<file path="src/tgad_pkg.sv">
package tgad_pkg;

  // decoder phases
  typedef enum logic [2:0] {
    PH_SIG  = 3'd0,
    PH_HDR  = 3'd1,
    PH_PKT  = 3'd2,
    PH_PIX  = 3'd3,
    PH_DONE = 3'd4,
    PH_HALT = 3'd5
  } phase_t;

  // result kinds
  localparam logic [1:0] KIND_HEADER = 2'd0;
  localparam logic [1:0] KIND_PIXEL  = 2'd1;
  localparam logic [1:0] KIND_ERROR  = 2'd2;

  // error codes
  localparam logic [1:0] ERR_SIG   = 2'd0;
  localparam logic [1:0] ERR_SIZE  = 2'd1;
  localparam logic [1:0] ERR_OVER  = 2'd2;
  localparam logic [1:0] ERR_TRUNC = 2'd3;

  // file layout
  localparam int          HDR_IDX_W     = 4;
  localparam logic [3:0]  SIG_TYPE_IDX  = 4'd2;
  localparam logic [3:0]  SIG_LAST_IDX  = 4'd11;
  localparam logic [3:0]  HDR_WLO_IDX   = 4'd0;
  localparam logic [3:0]  HDR_WHI_IDX   = 4'd1;
  localparam logic [3:0]  HDR_HLO_IDX   = 4'd2;
  localparam logic [3:0]  HDR_HHI_IDX   = 4'd3;
  localparam logic [3:0]  HDR_DEPTH_IDX = 4'd4;
  localparam logic [7:0]  TYPE_RAW      = 8'd2;
  localparam logic [7:0]  TYPE_RLE      = 8'd10;
  localparam logic [7:0]  DEPTH_24      = 8'd24;
  localparam logic [7:0]  DEPTH_32      = 8'd32;
  localparam logic [1:0]  LAST_BYTE_24  = 2'd2;
  localparam logic [1:0]  LAST_BYTE_32  = 2'd3;

  // result queue
  localparam int QUEUE_DEPTH = 4;
  localparam int QPTR_W      = $clog2(QUEUE_DEPTH);
  localparam int QCNT_W      = $clog2(QUEUE_DEPTH + 1);

  typedef struct packed {
    logic [1:0]  kind;
    logic [15:0] width;
    logic [15:0] height;
    logic        has_alpha;
    logic [7:0]  red;
    logic [7:0]  green;
    logic [7:0]  blue;
    logic [7:0]  alpha;
    logic [7:0]  run_length;
    logic [1:0]  error_code;
    logic        image_done;
  } result_t;

endpackage

</file>
<file path="src/tga_image_stream_decoder_unit.sv">
// A result is written into the result queue when the byte that causes it is accepted.
// Throughput: one byte per cycle; a byte yields up to two results, which wait in a
// four-entry result queue, and in_tready drops while fewer than two slots are free.
// Reset: synchronous, active low; clears the decoder state and empties the queue.
// A byte marked with in_tlast also returns the decoder to its start state.
module tga_image_stream_decoder_unit (
  input  logic        clk,
  input  logic        rst_n,
  input  logic        in_tvalid,
  output logic        in_tready,
  input  logic [7:0]  in_tdata,   // [7:0] data_byte
  input  logic        in_tlast,   // stream_end
  output logic        out_tvalid,
  input  logic        out_tready,
  output logic [79:0] out_tdata,  // [15:0] width, [31:16] height, [32] has_alpha,
                                  // [40:33] red, [48:41] green, [56:49] blue,
                                  // [64:57] alpha, [72:65] run_length,
                                  // [74:73] error_code, [79:75] zero
  output logic [1:0]  out_tuser,  // [1:0] kind
  output logic        out_tlast   // image_done
);

  localparam int QD  = tgad_pkg::QUEUE_DEPTH;
  localparam int QPW = tgad_pkg::QPTR_W;
  localparam int QCW = tgad_pkg::QCNT_W;

  tgad_pkg::phase_t phase_r, phase_nxt;
  logic [tgad_pkg::HDR_IDX_W-1:0] hdr_idx_r, hdr_idx_nxt;
  logic        comp_r, comp_nxt;
  logic [15:0] width_r, width_nxt;
  logic [15:0] height_r, height_nxt;
  logic        four_r, four_nxt;
  logic [31:0] remain_r, remain_nxt;
  logic [7:0]  left_r, left_nxt;
  logic        is_run_r, is_run_nxt;
  logic [1:0]  cidx_r, cidx_nxt;
  logic [7:0]  cb_r [3];
  logic        cb_we;

  logic        in_fire, out_fire;
  logic [7:0]  b;
  logic [31:0] area;
  logic [1:0]  last_idx;
  logic [7:0]  pix_count;
  logic [7:0]  left_dec;
  logic [31:0] remain_after;
  logic        excess;
  logic        err_v;
  logic [1:0]  err_code;
  logic        prim_v, sec_v;
  tgad_pkg::result_t prim, sec, res0;

  tgad_pkg::result_t q_r [QD];
  logic [QPW-1:0] wr_ptr_r, rd_ptr_r;
  logic [QCW-1:0] cnt_r;
  logic [1:0]     push_cnt;

  assign in_fire  = in_tvalid && in_tready;
  assign out_fire = out_tvalid && out_tready;
  assign b        = in_tdata;
  assign area     = width_r * height_r;
  assign last_idx = four_r ? tgad_pkg::LAST_BYTE_32 : tgad_pkg::LAST_BYTE_24;
  assign left_dec = (left_r != 8'd0) ? left_r - 8'd1 : 8'd0;

  always_comb begin
    phase_nxt    = phase_r;
    hdr_idx_nxt  = hdr_idx_r;
    comp_nxt     = comp_r;
    width_nxt    = width_r;
    height_nxt   = height_r;
    four_nxt     = four_r;
    remain_nxt   = remain_r;
    left_nxt     = left_r;
    is_run_nxt   = is_run_r;
    cidx_nxt     = cidx_r;
    cb_we        = 1'b0;
    err_v        = 1'b0;
    err_code     = tgad_pkg::ERR_SIG;
    prim_v       = 1'b0;
    prim         = '0;
    sec_v        = 1'b0;
    sec          = '0;
    pix_count    = 8'd1;
    excess       = 1'b0;
    remain_after = remain_r - 32'd1;
    if (in_fire) begin
      unique case (phase_r)
        tgad_pkg::PH_SIG: begin
          if (hdr_idx_r == tgad_pkg::SIG_TYPE_IDX) begin
            if (b == tgad_pkg::TYPE_RAW) comp_nxt = 1'b0;
            else if (b == tgad_pkg::TYPE_RLE) comp_nxt = 1'b1;
            else err_v = 1'b1;
          end else if (b != 8'd0) begin
            err_v = 1'b1;
          end
          err_code = tgad_pkg::ERR_SIG;
          if (!err_v) begin
            if (hdr_idx_r == tgad_pkg::SIG_LAST_IDX) begin
              phase_nxt   = tgad_pkg::PH_HDR;
              hdr_idx_nxt = '0;
            end else begin
              hdr_idx_nxt = hdr_idx_r + 1'b1;
            end
          end
        end
        tgad_pkg::PH_HDR: begin
          err_code = tgad_pkg::ERR_SIZE;
          unique case (hdr_idx_r)
            tgad_pkg::HDR_WLO_IDX: width_nxt  = {8'd0, b};
            tgad_pkg::HDR_WHI_IDX: width_nxt  = {b, width_r[7:0]};
            tgad_pkg::HDR_HLO_IDX: height_nxt = {8'd0, b};
            tgad_pkg::HDR_HHI_IDX: height_nxt = {b, height_r[7:0]};
            tgad_pkg::HDR_DEPTH_IDX: begin
              four_nxt = (b == tgad_pkg::DEPTH_32);
              err_v = (width_r == 16'd0) || (height_r == 16'd0) ||
                      ((b != tgad_pkg::DEPTH_24) && (b != tgad_pkg::DEPTH_32));
            end
            default: begin
              // descriptor byte: value ignored, emit header
              prim_v          = 1'b1;
              prim.kind       = tgad_pkg::KIND_HEADER;
              prim.width      = width_r;
              prim.height     = height_r;
              prim.has_alpha  = four_r;
              remain_nxt      = area;
              cidx_nxt        = 2'd0;
              left_nxt        = 8'd0;
              is_run_nxt      = 1'b0;
              phase_nxt       = comp_r ? tgad_pkg::PH_PKT : tgad_pkg::PH_PIX;
            end
          endcase
          if (!err_v && (hdr_idx_r <= tgad_pkg::HDR_DEPTH_IDX)) hdr_idx_nxt = hdr_idx_r + 1'b1;
        end
        tgad_pkg::PH_PKT: begin
          // raw: low bits + 1; run: value - 127, which is the same sum
          is_run_nxt = b[7];
          left_nxt   = {1'b0, b[6:0]} + 8'd1;
          cidx_nxt   = 2'd0;
          phase_nxt  = tgad_pkg::PH_PIX;
        end
        tgad_pkg::PH_PIX: begin
          if (cidx_r < last_idx) begin
            cb_we    = 1'b1;
            cidx_nxt = cidx_r + 2'd1;
          end else begin
            cidx_nxt = 2'd0;
            if (comp_r && is_run_r) begin
              excess    = {24'd0, left_r} > remain_r;
              pix_count = excess ? remain_r[7:0] : left_r;
              left_nxt  = 8'd0;
            end else begin
              pix_count = 8'd1;
              if (comp_r) left_nxt = left_dec;
              excess = comp_r && (remain_r == 32'd1) && (left_dec != 8'd0);
            end
            remain_after    = remain_r - {24'd0, pix_count};
            remain_nxt      = remain_after;
            prim_v          = 1'b1;
            prim.kind       = tgad_pkg::KIND_PIXEL;
            prim.has_alpha  = four_r;
            prim.red        = four_r ? cb_r[2] : b;
            prim.green      = cb_r[1];
            prim.blue       = cb_r[0];
            prim.alpha      = four_r ? b : 8'd0;
            prim.run_length = pix_count;
            prim.image_done = (remain_after == 32'd0);
            err_code        = tgad_pkg::ERR_OVER;
            err_v           = excess;
            if (!excess) begin
              if (remain_after == 32'd0) phase_nxt = tgad_pkg::PH_DONE;
              else if (comp_r && (left_nxt == 8'd0)) phase_nxt = tgad_pkg::PH_PKT;
            end
          end
        end
        default: ;
      endcase

      if (err_v) begin
        phase_nxt      = tgad_pkg::PH_HALT;
        sec_v          = 1'b1;
        sec.kind       = tgad_pkg::KIND_ERROR;
        sec.error_code = err_code;
      end

      if (in_tlast) begin
        if (!err_v && (phase_nxt != tgad_pkg::PH_DONE) && (phase_nxt != tgad_pkg::PH_HALT)) begin
          sec_v          = 1'b1;
          sec.kind       = tgad_pkg::KIND_ERROR;
          sec.error_code = tgad_pkg::ERR_TRUNC;
        end
        // back to start for the next file
        phase_nxt   = tgad_pkg::PH_SIG;
        hdr_idx_nxt = '0;
        comp_nxt    = 1'b0;
        width_nxt   = 16'd0;
        height_nxt  = 16'd0;
        four_nxt    = 1'b0;
        remain_nxt  = 32'd0;
        left_nxt    = 8'd0;
        is_run_nxt  = 1'b0;
        cidx_nxt    = 2'd0;
      end
    end
  end

  always_ff @(posedge clk) begin
    if (!rst_n) begin
      phase_r  <= tgad_pkg::PH_SIG;
      hdr_idx_r <= '0;
      comp_r   <= 1'b0;
      width_r  <= 16'd0;
      height_r <= 16'd0;
      four_r   <= 1'b0;
      remain_r <= 32'd0;
      left_r   <= 8'd0;
      is_run_r <= 1'b0;
      cidx_r   <= 2'd0;
    end else begin
      phase_r  <= phase_nxt;
      hdr_idx_r <= hdr_idx_nxt;
      comp_r   <= comp_nxt;
      width_r  <= width_nxt;
      height_r <= height_nxt;
      four_r   <= four_nxt;
      remain_r <= remain_nxt;
      left_r   <= left_nxt;
      is_run_r <= is_run_nxt;
      cidx_r   <= cidx_nxt;
    end
  end

  // hold the stored color bytes of the pixel in flight
  always_ff @(posedge clk) begin
    if (cb_we) cb_r[cidx_r] <= b;
  end

  // result queue: up to two pushes and one pop per cycle
  assign res0      = prim_v ? prim : sec;
  assign push_cnt  = {1'b0, prim_v} + {1'b0, sec_v};
  assign in_tready = (cnt_r <= QCW'(QD - 2));

  always_ff @(posedge clk) begin
    if (push_cnt != 2'd0) q_r[wr_ptr_r] <= res0;
    if (push_cnt == 2'd2) q_r[wr_ptr_r + QPW'(1)] <= sec;
  end

  always_ff @(posedge clk) begin
    if (!rst_n) begin
      wr_ptr_r <= '0;
      rd_ptr_r <= '0;
      cnt_r    <= '0;
    end else begin
      wr_ptr_r <= wr_ptr_r + QPW'(push_cnt);
      if (out_fire) rd_ptr_r <= rd_ptr_r + QPW'(1);
      cnt_r <= cnt_r + QCW'(push_cnt) - QCW'(out_fire);
    end
  end

  assign out_tvalid = (cnt_r != '0);
  assign out_tuser  = q_r[rd_ptr_r].kind;
  assign out_tlast  = q_r[rd_ptr_r].image_done;
  assign out_tdata  = {5'd0,
                       q_r[rd_ptr_r].error_code,
                       q_r[rd_ptr_r].run_length,
                       q_r[rd_ptr_r].alpha,
                       q_r[rd_ptr_r].blue,
                       q_r[rd_ptr_r].green,
                       q_r[rd_ptr_r].red,
                       q_r[rd_ptr_r].has_alpha,
                       q_r[rd_ptr_r].height,
                       q_r[rd_ptr_r].width};

endmodule
</file>
<file path="config.mk">
export PLATFORM = sky130hd
export DESIGN_NAME = tga_image_stream_decoder_unit
export DESIGN_NICKNAME = d
export VERILOG_FILES = /design/src/tgad_pkg.sv /design/src/tga_image_stream_decoder_unit.sv
export SDC_FILE = /design/constraint.sdc
export NUM_CORES = 2
export LEC_CHECK = 0
export BUFFER_PORTS_ARGS = -buffer_cell sky130_fd_sc_hd__buf_2
export CORE_MARGIN = 4
export CORE_UTILIZATION = 50
export CTS_BUF_LIST = sky130_fd_sc_hd__clkbuf_8
export DETAILED_ROUTE_END_ITERATION = 8
export MAX_ROUTING_LAYER = met4
export PLACE_DENSITY_LB_ADDON = 0.12
export SYNTH_ARGS = -nofsm -noshare
export SYNTH_HDL_FRONTEND = slang
export SYNTH_SLANG_ARGS = --single-unit
</file>
<file path="constraint.sdc">
create_clock -name clk -period 11.2 [get_ports clk]
set_input_delay 2.24 -clock clk [delete_from_list [all_inputs] [get_ports clk]]
set_output_delay 2.24 -clock clk [all_outputs]
set_load 0.1 [all_outputs]
</file>
======== After elaboration in Yosys (flattened, before gate mapping) ========
Memory sizes are Yosys's and may differ from the RTL's. A register that Yosys moved wholly into a read port is not among the register bits.
Cells that the tools add are included.
operators by class
  equality and inequality tests ........... 23
  reductions and logical operators ........ 49
  add/sub/neg operators ................... 11
  order comparisons ....................... 4
  mux-type cells .......................... 117
  multiply operators ...................... 1
operators by type and width
  cell                   count
  $mux W32               4
  $mux W8                16
  $mux W78               1
  $mux W75               1
  $mux W16               4
  $pmux W16 S2           2
  $pmux W32 S2           1
  $mux W1                47
  $mux W41               1
  $mux W40               1
  $mux W33               1
  $eq A32 B1 Y1 const B  1
  $gt A8 B32 Y1          1
  $logic_not A16 Y1      2
  $logic_not A32 Y1      1
  $mul A16 B16 Y32       1
  $sub A32 B8 Y32        1
  $mux W3                10
  $mux W2                14
  $pmux W8 S3            1
  $reduce_and A4 Y1      6
  $reduce_bool A8 Y1     3
  $reduce_bool A3 Y1     7
  $ne A3 B3 Y1 const B   6
  other kinds (41)       72
storage, ports and cells
  bits in writable memories ............... 336
  logic and storage cells ................. 222
  output and inout port bits .............. 85
  flip-flop bits (word level) ............. 91
  memories kept ........................... 2
memories
  memory  depth  bits a word  read ports  clocked after memory_dff  wr ports  RTL line                             source
  q_r     4      78           1           1                         2         tga_image_stream_decoder_unit.sv:53  tgad_pkg::result_t q_r [QD];
  cb_r    3      8            3           0                         1         tga_image_stream_decoder_unit.sv:37  logic [7:0] cb_r [3];

======== Depth between registers and ports, before layout ========
  depth after elaboration ................. 26
  gate-level depth with buffers ........... 31
  mapped depth without buffers ............ 30

======== Worst setup path after synthesis ========
No wires, ideal clock.
  path type ............................... register -> register
  start ................................... reg remain_r[18]
  end ..................................... mem q_r[1][1] (netlist name), enable pin
  arrival ................................. 6.056 ns
  path buffers ............................ 4
  setup slack ............................. 4.879 ns
  cell stages (with the launch flop) ...... 27
  cells stage by stage .................... dfxtp_1 > or3_4 > or2_2 > nor3_1 > o311a_1 > clkbuf_1 > a21oi_1 > nand3_1 > ha_1 > inv_1 > fa_1 > a211oi_1 > o21ai_1 > a2111oi_0 > xnor2_1 > o2111ai_1 > nor4_2 > nand4_2 > a22oi_4 > ha_1 > nor2_1 > and2_1 > clkbuf_1 > nor2_1 > clkbuf_1 > clkbuf_1 > inv_1
RTL lines
  element                 RTL line                              source
  from (decl)             tga_image_stream_decoder_unit.sv:33   logic [31:0] remain_r, remain_nxt;
  from (signal assigned)  tga_image_stream_decoder_unit.sv:225  remain_r <= remain_nxt;
  to (decl)               tga_image_stream_decoder_unit.sv:53

==> out/qor.yml <==
min_from: "q_r[0][43]"
gp_congestion: 0.913
final.setup.tns_ns: 0
layout_common_cells: "391 x dfxtp_1, 288 x inv_1, 275 x nand2_1"
ys.flop_type: "dfxtp_1"
cts_made_buffers: 74
drt-wirelength-per-cell_microns: 22.3
netlist_area_sq_mm: 0.0276
synthXorXnorAreaFrac_pct: 1.49
clock_latency_ns: 0.67
final_common_cell: "dfxtp_1"
irDropWorstVdd_uv: 93.0
cts_resized: 0
fp.dieW_microns: 243
die_h_microns: 243
critical_path_class: "reg2reg"
area_growth_pct: 9.42
synth-adder-area-share_pct: 20.5
synth_seq_cells: 429
min_path_type: "reg2reg"
core_sq_mm: 0.0542
hold_buffers: 0
power.internal_mw: 2.54
hold_viol_final: 0
cts.path.max_buffers: 3
final_nets: 3144
grt_setup_unrepaired: "no"
p_leak_nw: 12.5
cp-end-kind: "flop"
ios: 98
syn_avg_cell_area_sq_um: 9.90
synth_top_area_share_pct: 28.5
row_count: 85
timing.final.crit_share_pct: 72.8
vias: 21857
synth_area_leaders: "dfxtp_1 29%, fa_1 14%, mux4_2 6.4%, ha_1 6.3%, a22o_1 5.1%"
status: "finished clean"
switching_share_pct: 31.3
grt_max_degree: 125
combPwrFrac_pct: 15.5
r2r_setup_slack_ns: 3.05
dieArea_sq_mm: 0.0589
clock.fmax_mhz: 123
clock-sinks: 429
yosys.area_share.simple_pct: 13.6
dp_hpwl_mm: 54.0
stdcell_area_sq_mm: 0.0302
slew_headroom_pct: 16.3
cp_data_arrival_time_ns: 8.74
finalSetupViolCount: 0
grt_pass1_wl_mm: 127
ys_warn_count: 0
holdPathEnd: "q_r[0][43]"
period_minus_slack_ns: 8.15
worstReg2RegEnd: "q_r[3][15]"
cp_max_fo: 56
yosysSeqAreaShare_pct: 32.5
grt_pass1_vias: 22545
netlist_instances: 2785
ant_nets: 0
required_ns: 11.79
wl_mm: 79.2
vias_per_cell: 6.15
critical_path.startpoint_type: "flop"
synth_top_family_by_area: "adder cells"
pwr-share-clk_pct: 40.5
finClkSkew_ns: 0.0382
clock_tree.root_cell: "clkbuf_8"
synth_edf_count: 36
yosys-mux-area-fraction_pct: 6.97
start_util_pct: 50.8
port_buffers: 92
grt_use_total_pct: 27.5
drive_above_1_share_pct: 13.7
post_cts_buffers: 0
ff2ff_path_depth: 22
r2r-start: "remain_r[18]"
maxSlewViolCount: 0
antenna_found_initial: 1
cts_tree: "yes"
powerDensity_mw_per_mm2: 123
holdWs_ns: 0.457
max_slew.worst_pin.slew_ns: 1.26
ys_types: 88
path_clk_slew_ns: 0.06
place_area_sq_mm: 0.0286
synth_top_cell_by_area: "dfxtp_1"
p_seq_share_pct: 44.0
async_reset_ff_share_pct: 0
cap_violations: 0
drt-initial-drc-count: 1441
power.total_mw: 3.70
first_pass_iters: 5
drc: 0
synth_compound_area_share_pct: 18.2
switchingPower_mw: 1.16
htreeDepth: 3
gr-total-overflow: 0
hold_path_depth: 2
[per-stage QoR]
stage               instances  util [%]  setup slack [ns]
floorplan                2789         -              4.88
detailed placement       3416      52.6              3.20
finish                   3552      55.6              3.05
global route             3552      55.6              2.55
CTS                      3551      55.6              3.17
global placement         3416      52.6              3.43
[worst max-delay path by stage]
stage                      start          to  cells past startpoint
floorplan           remain_r[18]   q_r[1][1]                     26
global placement    remain_r[18]  q_r[3][11]                     23
detailed placement  remain_r[18]  q_r[3][15]                     22
CTS                 remain_r[18]   q_r[3][5]                     22
global route        remain_r[18]  q_r[3][42]                     22
finish              remain_r[18]  q_r[3][15]                     22
[Yosys cell counts (14+ instances only)]
master	number
dfxtp_1	393
nand2_1	275
inv_1	269
fa_1	196
clkbuf_1	189
a22o_1	159
ha_1	139
a32o_1	137
nor2_1	127
and2_1	115
mux4_2	78
a21oi_1	71
o21ai_0	67
nand3_1	51
nor2b_1	43
nor3_1	37
edfxtp_1	36
a22oi_1	31
xnor2_1	27
a21boi_0	21
a21o_1	20
buf_1	20
o21a_1	19
or3_1	18
xor2_1	18
nor4_1	17
o31ai_1	16
nand4_1	14
[critical path, stage by stage, from the launching register on]
cell and delay (ns):
dfxtp_1 0.38, or3_4 0.45, or2_2 0.32, nor3_1 0.32
o311a_1 0.57, nand2_1 0.10, o21ai_0 0.09, nand3_1 0.18
ha_1 0.31, nor2b_1 0.15, o31ai_1 0.39, a21oi_1 0.36
o41ai_1 0.53, nand4_1 0.25, nor4_1 0.56, nand4_2 0.32
a22oi_4 0.35, ha_1 0.34, and3b_2 0.23, buf_4 0.32
nor2_4 0.53, buf_4 0.67, a22o_1 0.26
[metal layers]
layer / share of wire [%] / track usage [%]
met1: 42 / 34.8
met2: 49 / 45.4
met3: 5.8 / 4.66
met4: 2.9 / 8.74
met5: 0 / -
[layout make-up]
cell class                 instances  area [sq um]
antenna                            1          2.50
inverter                         270          1010
clock buffer                      99          1360
fill                            4861         24100
timing repair buffer             146           866
clock inverter                    36           239
multi-input combinational       1875         16800
tap                              696           871
sequential                       429          8960
[state kept, by name (all words and copies together) (netlist names), named ones only]
register   cells
four_r         1
cidx_r         2
is_run_r       1
cnt_r          3
hdr_idx_r      4
wr_ptr_r       2
cb_r          24
height_r      16
left_r         8
comp_r         1
phase_r        3
remain_r      32
rd_ptr_r       2
q_r          312
width_r       16
[cell families after synthesis]
kind of cell / count (synthesis)
buffers and inverters: 485
adder cells (fa/ha/maj): 335
AO/OA/AOI/OAI: 633
flip-flops: 429
AND/OR/NAND/NOR: 762
XOR/XNOR: 46
other: 1
multiplexers: 94
[power by group through the flow]
stage                     Clock, mW  Sequential, mW  Combinational, mW
after floorplan                   0            1.61              0.447
final                          1.50            1.63              0.574
after global routing           1.60            1.63              0.615
after CTS                      1.53            1.63              0.576
after detailed placement          0            1.66              0.575
after global placement            0            1.66              0.571
Power figures use the tool's default switching activity.
